==> config.mk <==
export PLATFORM = sky130hd
export DESIGN_NAME = frame_classifier_slip_decoder
export DESIGN_NICKNAME = d
export VERILOG_FILES = /design/src/hw/rtl/fcsd_pkg.sv /design/src/hw/rtl/fcsd_front.sv /design/src/hw/rtl/fcsd_queue.sv /design/src/hw/rtl/fcsd_back.sv /design/src/hw/rtl/frame_classifier_slip_decoder.sv
export SDC_FILE = /design/constraint.sdc
export NUM_CORES = 1
export LEC_CHECK = 0
export BUFFER_PORTS_ARGS = -buffer_cell sky130_fd_sc_hd__buf_2
export CAP_MARGIN = 20
export CORE_ASPECT_RATIO = 1.5
export CORE_MARGIN = 10
export CORE_UTILIZATION = 40
export CTS_CLUSTER_SIZE = 10
export DETAILED_ROUTE_END_ITERATION = 8
export PLACE_DENSITY = 0.57
export SYNTH_ARGS = -nofsm -noshare
export SYNTH_HDL_FRONTEND = slang
export SYNTH_HIERARCHICAL = 1
export SYNTH_SLANG_ARGS = --single-unit
export TNS_END_PERCENT = 5
==> constraint.sdc <==
create_clock -name clk -period 4.65 [get_ports clk]
set_clock_uncertainty 0.15 [all_clocks]
set_input_delay 0.465 -clock clk [delete_from_list [all_inputs] [get_ports clk]]
set_output_delay 0.465 -clock clk [all_outputs]
set_load 0.005 [all_outputs]
==> src/hw/rtl/fcsd_pkg.sv <==
`timescale 1ns / 1ps
`default_nettype none

package fcsd_pkg;

	localparam logic [7:0] FR_END       = 8'hC0;
	localparam logic [7:0] FR_ESC       = 8'hDB;
	localparam logic [7:0] FR_TEND      = 8'hDC;
	localparam logic [7:0] FR_TESC      = 8'hDD;
	localparam logic [7:0] CHR_SPACE    = 8'h20;
	localparam logic [7:0] CHR_TILDE    = 8'h7E;
	localparam logic [7:0] CHR_TAB      = 8'h09;
	localparam logic [7:0] CHR_LF       = 8'h0A;
	localparam logic [7:0] CHR_CR       = 8'h0D;
	localparam logic [7:0] CHR_LBRACE   = 8'h7B;
	localparam logic [7:0] CHR_LBRACKET = 8'h5B;
	localparam logic [2:0] HEAD_LEN     = 3'd4;

	localparam logic KIND_BYTE   = 1'b0;
	localparam logic KIND_REPORT = 1'b1;

	typedef enum logic [1:0] {
		CLASS_SLIP  = 2'd0,
		CLASS_JSON  = 2'd1,
		CLASS_PROTO = 2'd2,
		CLASS_TEXT  = 2'd3
	} class_t;

	typedef struct packed {
		logic [7:0] in_byte;
		logic       frame_end;
	} in_item_t;

	typedef struct packed {
		logic        out_kind;
		logic [7:0]  out_byte;
		logic [1:0]  frame_class;
		logic [15:0] decoded_count;
		logic        run_end;
	} out_item_t;

	// work handed from the classifier to the output side
	typedef struct packed {
		logic        has_byte;
		logic [7:0]  byte_val;
		logic        has_report;
		class_t      frame_class;
		logic [15:0] count;
	} cmd_t;

	function automatic logic is_space(input logic [7:0] c);
		return (c == CHR_SPACE) || (c == CHR_TAB) || (c == CHR_CR) || (c == CHR_LF);
	endfunction

	function automatic logic is_printable(input logic [7:0] c);
		return ((c >= CHR_SPACE) && (c <= CHR_TILDE)) ||
			(c == CHR_TAB) || (c == CHR_LF) || (c == CHR_CR);
	endfunction

endpackage

`default_nettype wire

==> src/hw/rtl/fcsd_front.sv <==
`timescale 1ns / 1ps
`default_nettype none

module fcsd_front import fcsd_pkg::*; #(
	parameter int COUNT_WIDTH = 16
) (
	input  wire logic     clk,
	input  wire logic     arst_n,
	input  wire logic     byte_valid,
	output logic          byte_stall,
	input  wire in_item_t byte_data,
	output logic          push,
	output cmd_t          push_cmd,
	input  wire logic     full
);

	logic [2:0]             pos_q;
	logic                   slip_q, closed_q, esc_q, nonspace_q, json_q, nontext_q;
	logic [COUNT_WIDTH-1:0] cnt_q;

	logic                   accept, last;
	logic [7:0]             b;
	logic                   slip_now, nonspace_now, json_now, nontext_now;
	logic                   closed_next, esc_next, emit;
	logic [7:0]             val;
	logic [COUNT_WIDTH-1:0] cnt_next;
	class_t                 cls;

	assign byte_stall = full;
	assign accept     = byte_valid && !full;
	assign b          = byte_data.in_byte;
	assign last       = byte_data.frame_end;

	always_comb begin
		slip_now     = (pos_q == 3'd0) ? (b == FR_END) : slip_q;
		nonspace_now = nonspace_q || !is_space(b);
		json_now     = nonspace_q ? json_q
			: (!is_space(b) && ((b == CHR_LBRACE) || (b == CHR_LBRACKET)));
		nontext_now  = nontext_q || ((pos_q < HEAD_LEN) && !is_printable(b));

		closed_next = closed_q;
		esc_next    = esc_q;
		emit        = 1'b0;
		val         = b;
		if (slip_now && (pos_q != 3'd0) && !closed_q) begin
			if (esc_q) begin
				esc_next = 1'b0;
				emit     = 1'b1;
				if (b == FR_TEND)
					val = FR_END;
				else if (b == FR_TESC)
					val = FR_ESC;
			end else if (b == FR_END) begin
				closed_next = 1'b1;
			end else if (b == FR_ESC) begin
				esc_next = 1'b1;
			end else begin
				emit = 1'b1;
			end
		end

		cnt_next = (emit && (cnt_q != '1)) ? cnt_q + COUNT_WIDTH'(1) : cnt_q;

		if (slip_now)
			cls = CLASS_SLIP;
		else if (json_now)
			cls = CLASS_JSON;
		else if ((pos_q != 3'd0) && nontext_now)
			cls = CLASS_PROTO;
		else
			cls = CLASS_TEXT;

		push                 = accept && (emit || last);
		push_cmd.has_byte    = emit;
		push_cmd.byte_val    = val;
		push_cmd.has_report  = last;
		push_cmd.frame_class = cls;
		push_cmd.count       = 16'(cnt_next);
	end

	always_ff @(posedge clk or negedge arst_n) begin
		if (!arst_n) begin
			pos_q      <= 3'd0;
			slip_q     <= 1'b0;
			closed_q   <= 1'b0;
			esc_q      <= 1'b0;
			nonspace_q <= 1'b0;
			json_q     <= 1'b0;
			nontext_q  <= 1'b0;
			cnt_q      <= '0;
		end else if (accept) begin
			if (last) begin
				// frame done: back to the idle state for the next one
				pos_q      <= 3'd0;
				slip_q     <= 1'b0;
				closed_q   <= 1'b0;
				esc_q      <= 1'b0;
				nonspace_q <= 1'b0;
				json_q     <= 1'b0;
				nontext_q  <= 1'b0;
				cnt_q      <= '0;
			end else begin
				pos_q      <= (pos_q < HEAD_LEN) ? pos_q + 3'd1 : pos_q;
				slip_q     <= slip_now;
				closed_q   <= closed_next;
				esc_q      <= esc_next;
				nonspace_q <= nonspace_now;
				json_q     <= json_now;
				nontext_q  <= nontext_now;
				cnt_q      <= cnt_next;
			end
		end
	end

endmodule

`default_nettype wire

==> src/hw/rtl/fcsd_queue.sv <==
`timescale 1ns / 1ps
`default_nettype none

module fcsd_queue import fcsd_pkg::*; #(
	parameter int DEPTH = 4
) (
	input  wire logic clk,
	input  wire logic arst_n,
	input  wire logic push,
	input  wire cmd_t push_cmd,
	output logic      full,
	output logic      head_valid,
	output cmd_t      head_cmd,
	input  wire logic pop
);

	localparam int PW = (DEPTH > 1) ? $clog2(DEPTH) : 1;

	cmd_t          mem_q [DEPTH];
	logic [PW-1:0] wr_ptr_q, rd_ptr_q;
	logic [PW:0]   level_q;

	assign full       = (level_q == (PW + 1)'(DEPTH));
	assign head_valid = (level_q != '0);
	assign head_cmd   = mem_q[rd_ptr_q];

	always_ff @(posedge clk) begin
		if (push)
			mem_q[wr_ptr_q] <= push_cmd;
	end

	always_ff @(posedge clk or negedge arst_n) begin
		if (!arst_n) begin
			wr_ptr_q <= '0;
			rd_ptr_q <= '0;
			level_q  <= '0;
		end else begin
			if (push)
				wr_ptr_q <= (wr_ptr_q == PW'(DEPTH - 1)) ? '0 : wr_ptr_q + PW'(1);
			if (pop)
				rd_ptr_q <= (rd_ptr_q == PW'(DEPTH - 1)) ? '0 : rd_ptr_q + PW'(1);
			if (push && !pop)
				level_q <= level_q + (PW + 1)'(1);
			else if (pop && !push)
				level_q <= level_q - (PW + 1)'(1);
		end
	end

endmodule

`default_nettype wire

==> src/hw/rtl/fcsd_back.sv <==
`timescale 1ns / 1ps
`default_nettype none

module fcsd_back import fcsd_pkg::*; (
	input  wire logic clk,
	input  wire logic arst_n,
	input  wire logic head_valid,
	input  wire cmd_t head_cmd,
	output logic      pop,
	output logic      result_valid,
	input  wire logic result_stall,
	output out_item_t result_data
);

	logic      valid_q;
	logic      phase_q;
	out_item_t data_q;
	logic      load, send_byte;
	out_item_t next_item;

	assign result_valid = valid_q;
	assign result_data  = data_q;

	always_comb begin
		load      = head_valid && (!valid_q || !result_stall);
		send_byte = head_cmd.has_byte && !phase_q;
		if (send_byte) begin
			next_item.out_kind      = KIND_BYTE;
			next_item.out_byte      = head_cmd.byte_val;
			next_item.frame_class   = CLASS_SLIP;
			next_item.decoded_count = 16'd0;
			next_item.run_end       = !head_cmd.has_report;
		end else begin
			next_item.out_kind      = KIND_REPORT;
			next_item.out_byte      = 8'd0;
			next_item.frame_class   = head_cmd.frame_class;
			next_item.decoded_count = head_cmd.count;
			next_item.run_end       = 1'b1;
		end
		// retire the entry once its last result goes out
		pop = load && !(send_byte && head_cmd.has_report);
	end

	always_ff @(posedge clk or negedge arst_n) begin
		if (!arst_n) begin
			valid_q <= 1'b0;
			phase_q <= 1'b0;
		end else begin
			if (load)
				valid_q <= 1'b1;
			else if (!result_stall)
				valid_q <= 1'b0;
			if (load)
				phase_q <= !pop;
		end
	end

	always_ff @(posedge clk) begin
		if (load)
			data_q <= next_item;
	end

endmodule

`default_nettype wire

==> src/hw/rtl/frame_classifier_slip_decoder.sv <==
`timescale 1ns / 1ps
`default_nettype none

// Channel   Direction  Payload (fcsd_pkg)  Handshake
// byte      in         in_item_t           byte_valid / byte_stall
// result    out        out_item_t          result_valid / result_stall
//
// One byte is taken per cycle while the queue is not full; classification
// and SLIP decode happen in the same cycle the byte is accepted. The work
// then goes through a small queue to the output register, which sends one
// result per cycle while result_stall is low; a final byte that yields both
// a payload byte and the class report sends the payload byte first.
// byte_stall rises only when the queue is full. Reset clears the frame
// state, the queue pointers and the output valid; no clearing pass.

module frame_classifier_slip_decoder import fcsd_pkg::*; #(
	parameter int COUNT_WIDTH = 16,
	parameter int QUEUE_DEPTH = 4
) (
	input  wire logic     clk,
	input  wire logic     arst_n,
	input  wire logic     byte_valid,
	output logic          byte_stall,
	input  wire in_item_t byte_data,
	output logic          result_valid,
	input  wire logic     result_stall,
	output out_item_t     result_data
);

	logic push, full, head_valid, pop;
	cmd_t push_cmd, head_cmd;

	// classify the frame and decode SLIP as each byte arrives
	fcsd_front #(
		.COUNT_WIDTH(COUNT_WIDTH)
	) u_front (
		.clk        (clk),
		.arst_n     (arst_n),
		.byte_valid (byte_valid),
		.byte_stall (byte_stall),
		.byte_data  (byte_data),
		.push       (push),
		.push_cmd   (push_cmd),
		.full       (full)
	);

	// hold pending work so the input waits on a stalled output only once the queue is full
	fcsd_queue #(
		.DEPTH(QUEUE_DEPTH)
	) u_queue (
		.clk        (clk),
		.arst_n     (arst_n),
		.push       (push),
		.push_cmd   (push_cmd),
		.full       (full),
		.head_valid (head_valid),
		.head_cmd   (head_cmd),
		.pop        (pop)
	);

	// expand each entry into one or two result items
	fcsd_back u_back (
		.clk          (clk),
		.arst_n       (arst_n),
		.head_valid   (head_valid),
		.head_cmd     (head_cmd),
		.pop          (pop),
		.result_valid (result_valid),
		.result_stall (result_stall),
		.result_data  (result_data)
	);

endmodule

`default_nettype wire

Yosys cells after proc, flatten, opt, wreduce, memory -nomap -nowiden:

Memories as Yosys holds them, arrays and structs flattened.
Index checks and enable logic that the tools add are counted.

* register bits after elaboration: 62
* input port bits: 13
* output and inout bits: 30
* RAM bits: 112
* memories: 1

* order comparisons: 3
* add/subtract/negate cells: 6
* reductions and logical operators: 47
* eq/ne operators: 16
* multiplexer cells: 39

Memories
* u_queue.mem_q: words 4, width 28, read ports 1, clocked after memory_dff 0, write ports 1, line fcsd_queue.sv:19 `cmd_t mem_q [DEPTH];`

Operators with widths (number)
* $eq A8 B8 Y1 const B: 4
* $mux W16: 2
* $mux W8: 4
* $mux W28: 1
* $eq A8 B4 Y1 const B: 3
* $mux W1: 24
* $add A16 B1 Y16 const B: 1
* $eq A8 B7 Y1 const B: 2
* $ne A16 B16 Y1 const B: 1
* $logic_and A1 B1 Y1: 15
* $mux W3: 4
* $logic_not A1 Y1: 11
* $logic_or A1 B1 Y1: 11
* $eq A8 B6 Y1 const B: 1
* $ge A8 B6 Y1 const B: 1
* $le A8 B7 Y1 const B: 1
* $mux W2: 4
* $reduce_bool A2 Y1: 4
* $add A3 B1 Y3 const B: 2
* $reduce_bool A3 Y1: 2
* $add A2 B1 Y2 const B: 2
* $eq A2 B2 Y1 const B: 2
* $reduce_and A2 Y1: 2
* $reduce_and A4 Y1: 1
* other kinds (6): 6

Logic depth before layout (Yosys ltp):

* word-level depth: 12
* mapped depth: 13
* mapped depth without buffers: 13

Hierarchy:

Netlist, hierarchy kept.

By module, submodules not included
* fcsd_queue: seq. area each 3538.4 µm², area an instance 4459.3 µm², cells an instance 183, instances 1
* fcsd_front: seq. area each 625.6 µm², area an instance 1985.7 µm², cells an instance 242, instances 1
* fcsd_back: seq. area each 890.9 µm², area an instance 1159.9 µm², cells an instance 65, instances 1

Worst setup path after synthesis:

No wires, ideal clock.

* path kind: input to register
* from: in byte_data[1] in the netlist's numbering
* to: reg u_queue.level_q[1]
* cell stages on the path: 10
* setup slack: 1.571 ns
* arrival time: 2.804 ns
* buffers on the path: 1
* library setup time: 0.125 ns
* path through: buf_6 -> or4_4 -> a2111oi_2 -> nor2_1 -> nor2_1 -> nor2_1 -> ha_1 -> inv_1 -> fa_1 -> mux2_2

* cells in the longest elaborated chain, start to end: 10

Ends and longest elaborated chain
* from (decl): line frame_classifier_slip_decoder.sv:24 `input wire in_item_t byte_data,`
* $eq A8 B8 Y1 (on tied branches): line fcsd_front.sv:55, fcsd_front.sv:35, fcsd_front.sv:53
* $mux W1 (on tied branches): line fcsd_front.sv:55, fcsd_front.sv:35
* $mux W1 or $logic_and A1 B1 Y1 (tied branches): line fcsd_front.sv:53, fcsd_front.sv:45
* $mux W1 or $logic_and A1 B1 Y1 (tied branches): line fcsd_front.sv:46, fcsd_front.sv:45
* $mux W1 *: line fcsd_front.sv:45 `if (slip_now && (pos_q != 3'd0) && !closed_q) begin`
* net u_front.emit: line fcsd_front.sv:24 `logic closed_next, esc_next, emit;`
* $logic_or A1 B1 Y1 *: line fcsd_front.sv:73 `push = accept && (emit || last);`
* $logic_and A1 B1 Y1 *: line fcsd_front.sv:73
* net push: line frame_classifier_slip_decoder.sv:30 `logic push, full, head_valid, pop;`
* $logic_not A1 Y1: line fcsd_queue.sv:44 `else if (pop && !push)`
* $logic_and A1 B1 Y1: line fcsd_queue.sv:44
* $reduce_bool A2 Y1 (no source line)
* to (signal assigned): line fcsd_queue.sv:43 `level_q <= level_q + (PW + 1)'(1);`
* to (signal assigned): line fcsd_queue.sv:45 `level_q <= level_q - (PW + 1)'(1);`
* to (decl): line fcsd_queue.sv:21 `logic [PW:0] level_q;`

The timed path passes the listed nets; every way through them passes the cells marked *.
A chain may end at the register's enable or synchronous reset.

==> reports/metrics.cfg <==
[timing]
rsz0062_at_grt=no
slew_headroom_pct=43.2
setup_viol=0
setup_tns_ps=0
fmax_mhz=310
tightest_slew_ps=853
min_period_over_period_pct=69.4
period_needed_ps=3230
timing.final.ws_setup_ps=1420
finalHoldViolCount=0
final_max_slew_viol_count=0

[worst_setup_path]
path_delay_family=simple AND/OR/NAND/NOR gates
cpMostUsedCell=nor2_1
rr_worst_depth=13
r2r-start=u_front/pos_q[0]
crit_slowest_cell=nor2_1
cp_cell_sequence=inv_1 -> ha_1 -> nand2b_1 -> nand2_1 -> nor2_1 -> nor2_1 -> nor2_1 -> ha_1 -> inv_1 -> fa_1 -> xor2_1 -> nor2_1 -> xor2_1
r2r_slack_ps=1420
slowest_delay_ps=450
path_class=flip-flop to flip-flop
crit_arrival_ps=3420
endpoint_kind=flip-flop
crit_required_ps=4840
start_kind=flip-flop
path_max_fanout=9
r2r_end=u_queue/level_q[2]
cp.buffers_inverters=2

[floorplanning]
rows=61
core_area_um2=18600
die_x_um=133
start_util_pct=40.8
dieArea_um2=25000
num_io_pins=43
die_y_um=189

[synth]
yosysTopAreaCell=edfxtp_1
synth_area_leaders=edfxtp_1 55%, dfrtp_1 11%, mux4_2 8.3%, and2_1 2.1%, ha_1 1.5%
synth.yosys.seq_area_share_pct=66.5
synth_nets=513
ys_async_sr_fraction_pct=19.5
netlist_area_um2=7600
netlist_instances=490
yosysWarnings=6
synth-main-ff-cell=edfxtp_1
synth_edf_count=140
synth_cell_type_count=68
synth.avg_cell_area_um2=15.5
synth_seq_cells=174
yosysTopAreaCellShare_pct=55.3

[cells_and_area]
drive_above_1_share_pct=26.0
diodes=0
layout_commonest_cell=edfxtp_1
fin_nets=552
area_delta_synth_final_pct=13.2
final_cell_mix=140 x edfxtp_1, 42 x buf_2, 33 x dfrtp_1, 28 x mux4_2, 27 x nand2_1

[placement]
dp_hpwl_mm=9.90
place_worst_setup_slack_ps=1210
numPortBuffers=42
globalplace.congestion=0.821

[cts]
clk_latency_ps=420
cts_sinks=174
cts-resized-gates=0
hold_buffers=0
path_clk_slew_ps=60
postCtsSetupRepairBufs=0
tritoncts=built
htree_levels=4
numCtsBuffers=17
root_buffer=clkbuf_16
clk_path_buf_depth=2

[grt]
antenna_found_initial=0
overflow=0
grt_pass1_wl_mm=24.3
grt_max_degree=35
grt_pass1_vias=4361
grtUsageTotal_pct=12.3

[routing]
vias=4139
drc=0
wl_mm=15.0
detail_route.wl_per_cell_um=18.8
drt-initial-drc-count=315
via_per_inst=5.21
antenna_left=0
first_pass_iters=7

[power_and_ir_drop]
ir_drop_mv=0.210
power_density_nw_per_um2=561
p_leak_nw=3.03
total_power_mw=4.83

[run]
maxCapViolations=0

[outcome]
status=finished, final reports clean

[hold_path]
hold_class=input pin to asynchronous set/reset pin

cell type report:
| class | count | area (um2) |
|---|---|---|
| clock buffer | 18 | 429 |
| clock inverter | 14 | 166 |
| fill | 1661 | 10000 |
| inverter | 17 | 66.3 |
| multi-input combinational | 271 | 2320 |
| sequential | 174 | 5060 |
| tap | 252 | 315 |
| timing repair buffer | 48 | 255 |
registers in the layout (all words and copies together), names as in the netlist:
name,cells
u_back/phase_q,1
u_back/result_data,28
u_back/result_valid,1
u_front/closed_q,1
u_front/cnt_q,16
u_front/esc_q,1
u_front/json_q,1
u_front/nonspace_q,1
u_front/nontext_q,1
u_front/pos_q,3
u_front/slip_q,1
u_queue/level_q,3
u_queue/mem_q,112
u_queue/rd_ptr_q,2
u_queue/wr_ptr_q,2
worst max-delay path by stage:
| stage | from | endpoint | cells after the start |
|---|---|---|---|
| 2_1_floorplan | byte_data[1] | u_queue/level_q[1] | 10 |
| 3_3_place_gp | byte_data[1] | u_queue/level_q[1] | 10 |
| 3_5_place_dp | byte_data[1] | u_queue/level_q[1] | 10 |
| 4_1_cts | u_front/pos_q[0] | u_queue/level_q[2] | 13 |
| 5_1_grt | u_front/pos_q[0] | u_queue/level_q[2] | 13 |
| 6_report | u_front/pos_q[0] | u_queue/level_q[2] | 13 |
cells by family after synthesis:
group / count (synthesis) / synth area share, %
mux: 33 / 9.02
flops: 174 / 66.5
fa+ha+maj: 10 / 1.74
buf+inv: 45 / 3.18
compound gates: 63 / 6.30
simple gates: 147 / 11.2
xor+xnor: 18 / 2.07
worst register-to-register path, delay by kind of cell (launching register included):
kind	cells	cell delay, ps
buf+inv	2	140
xor+xnor	2	310
simple gates	6	1340
fa+ha+maj	3	840
flops	1	390
report_power, final:
group	internal, mW	switching, mW
clock network	0.846	0.586
logic	0.584	0.584
registers	2.07	0.167
total	3.49	1.34
per-layer routing:
metal  global-route usage, %  part of all wire [%]  routed length [um]
met1                    14.6                    43                6370
met4                    5.14                   1.4                 211
met2                    21.2                    53                7900
met3                    2.52                   3.2                 476
met5                       0                     0                   0
synth_stat cells, drive strengths merged, types with 3 or more instances:
| cell | count |
|---|---|
| nor2 | 22 |
| nor3 | 7 |
| and3 | 5 |
| nand2 | 28 |
| mux2 | 4 |
| dfrtp | 34 |
| clkbuf | 14 |
| inv | 17 |
| o21ai | 12 |
| and2 | 35 |
| o31ai | 5 |
| ha | 9 |
| or4 | 3 |
| nor2b | 4 |
| a41oi | 5 |
| xnor2 | 12 |
| o41ai | 4 |
| xor2 | 6 |
| nor4 | 4 |
| a21oi | 11 |
| edfxtp | 140 |
| nor4b | 3 |
| mux4 | 28 |
| nand2b | 4 |
| o311ai | 4 |
| nand3 | 11 |
| buf | 14 |
| nand4 | 10 |
metrics by stage:
step,cells,area [um2],util [%],hold slack (ps)
global route,794,8610,46.2,41.1
global placement,762,8010,43.0,320
CTS,794,8610,46.2,14.1
finish,794,8610,46.2,1.01
floorplan,490,7600,-,19.4
detailed placement,762,8010,43.0,318
(Power assumes the default switching activity.)
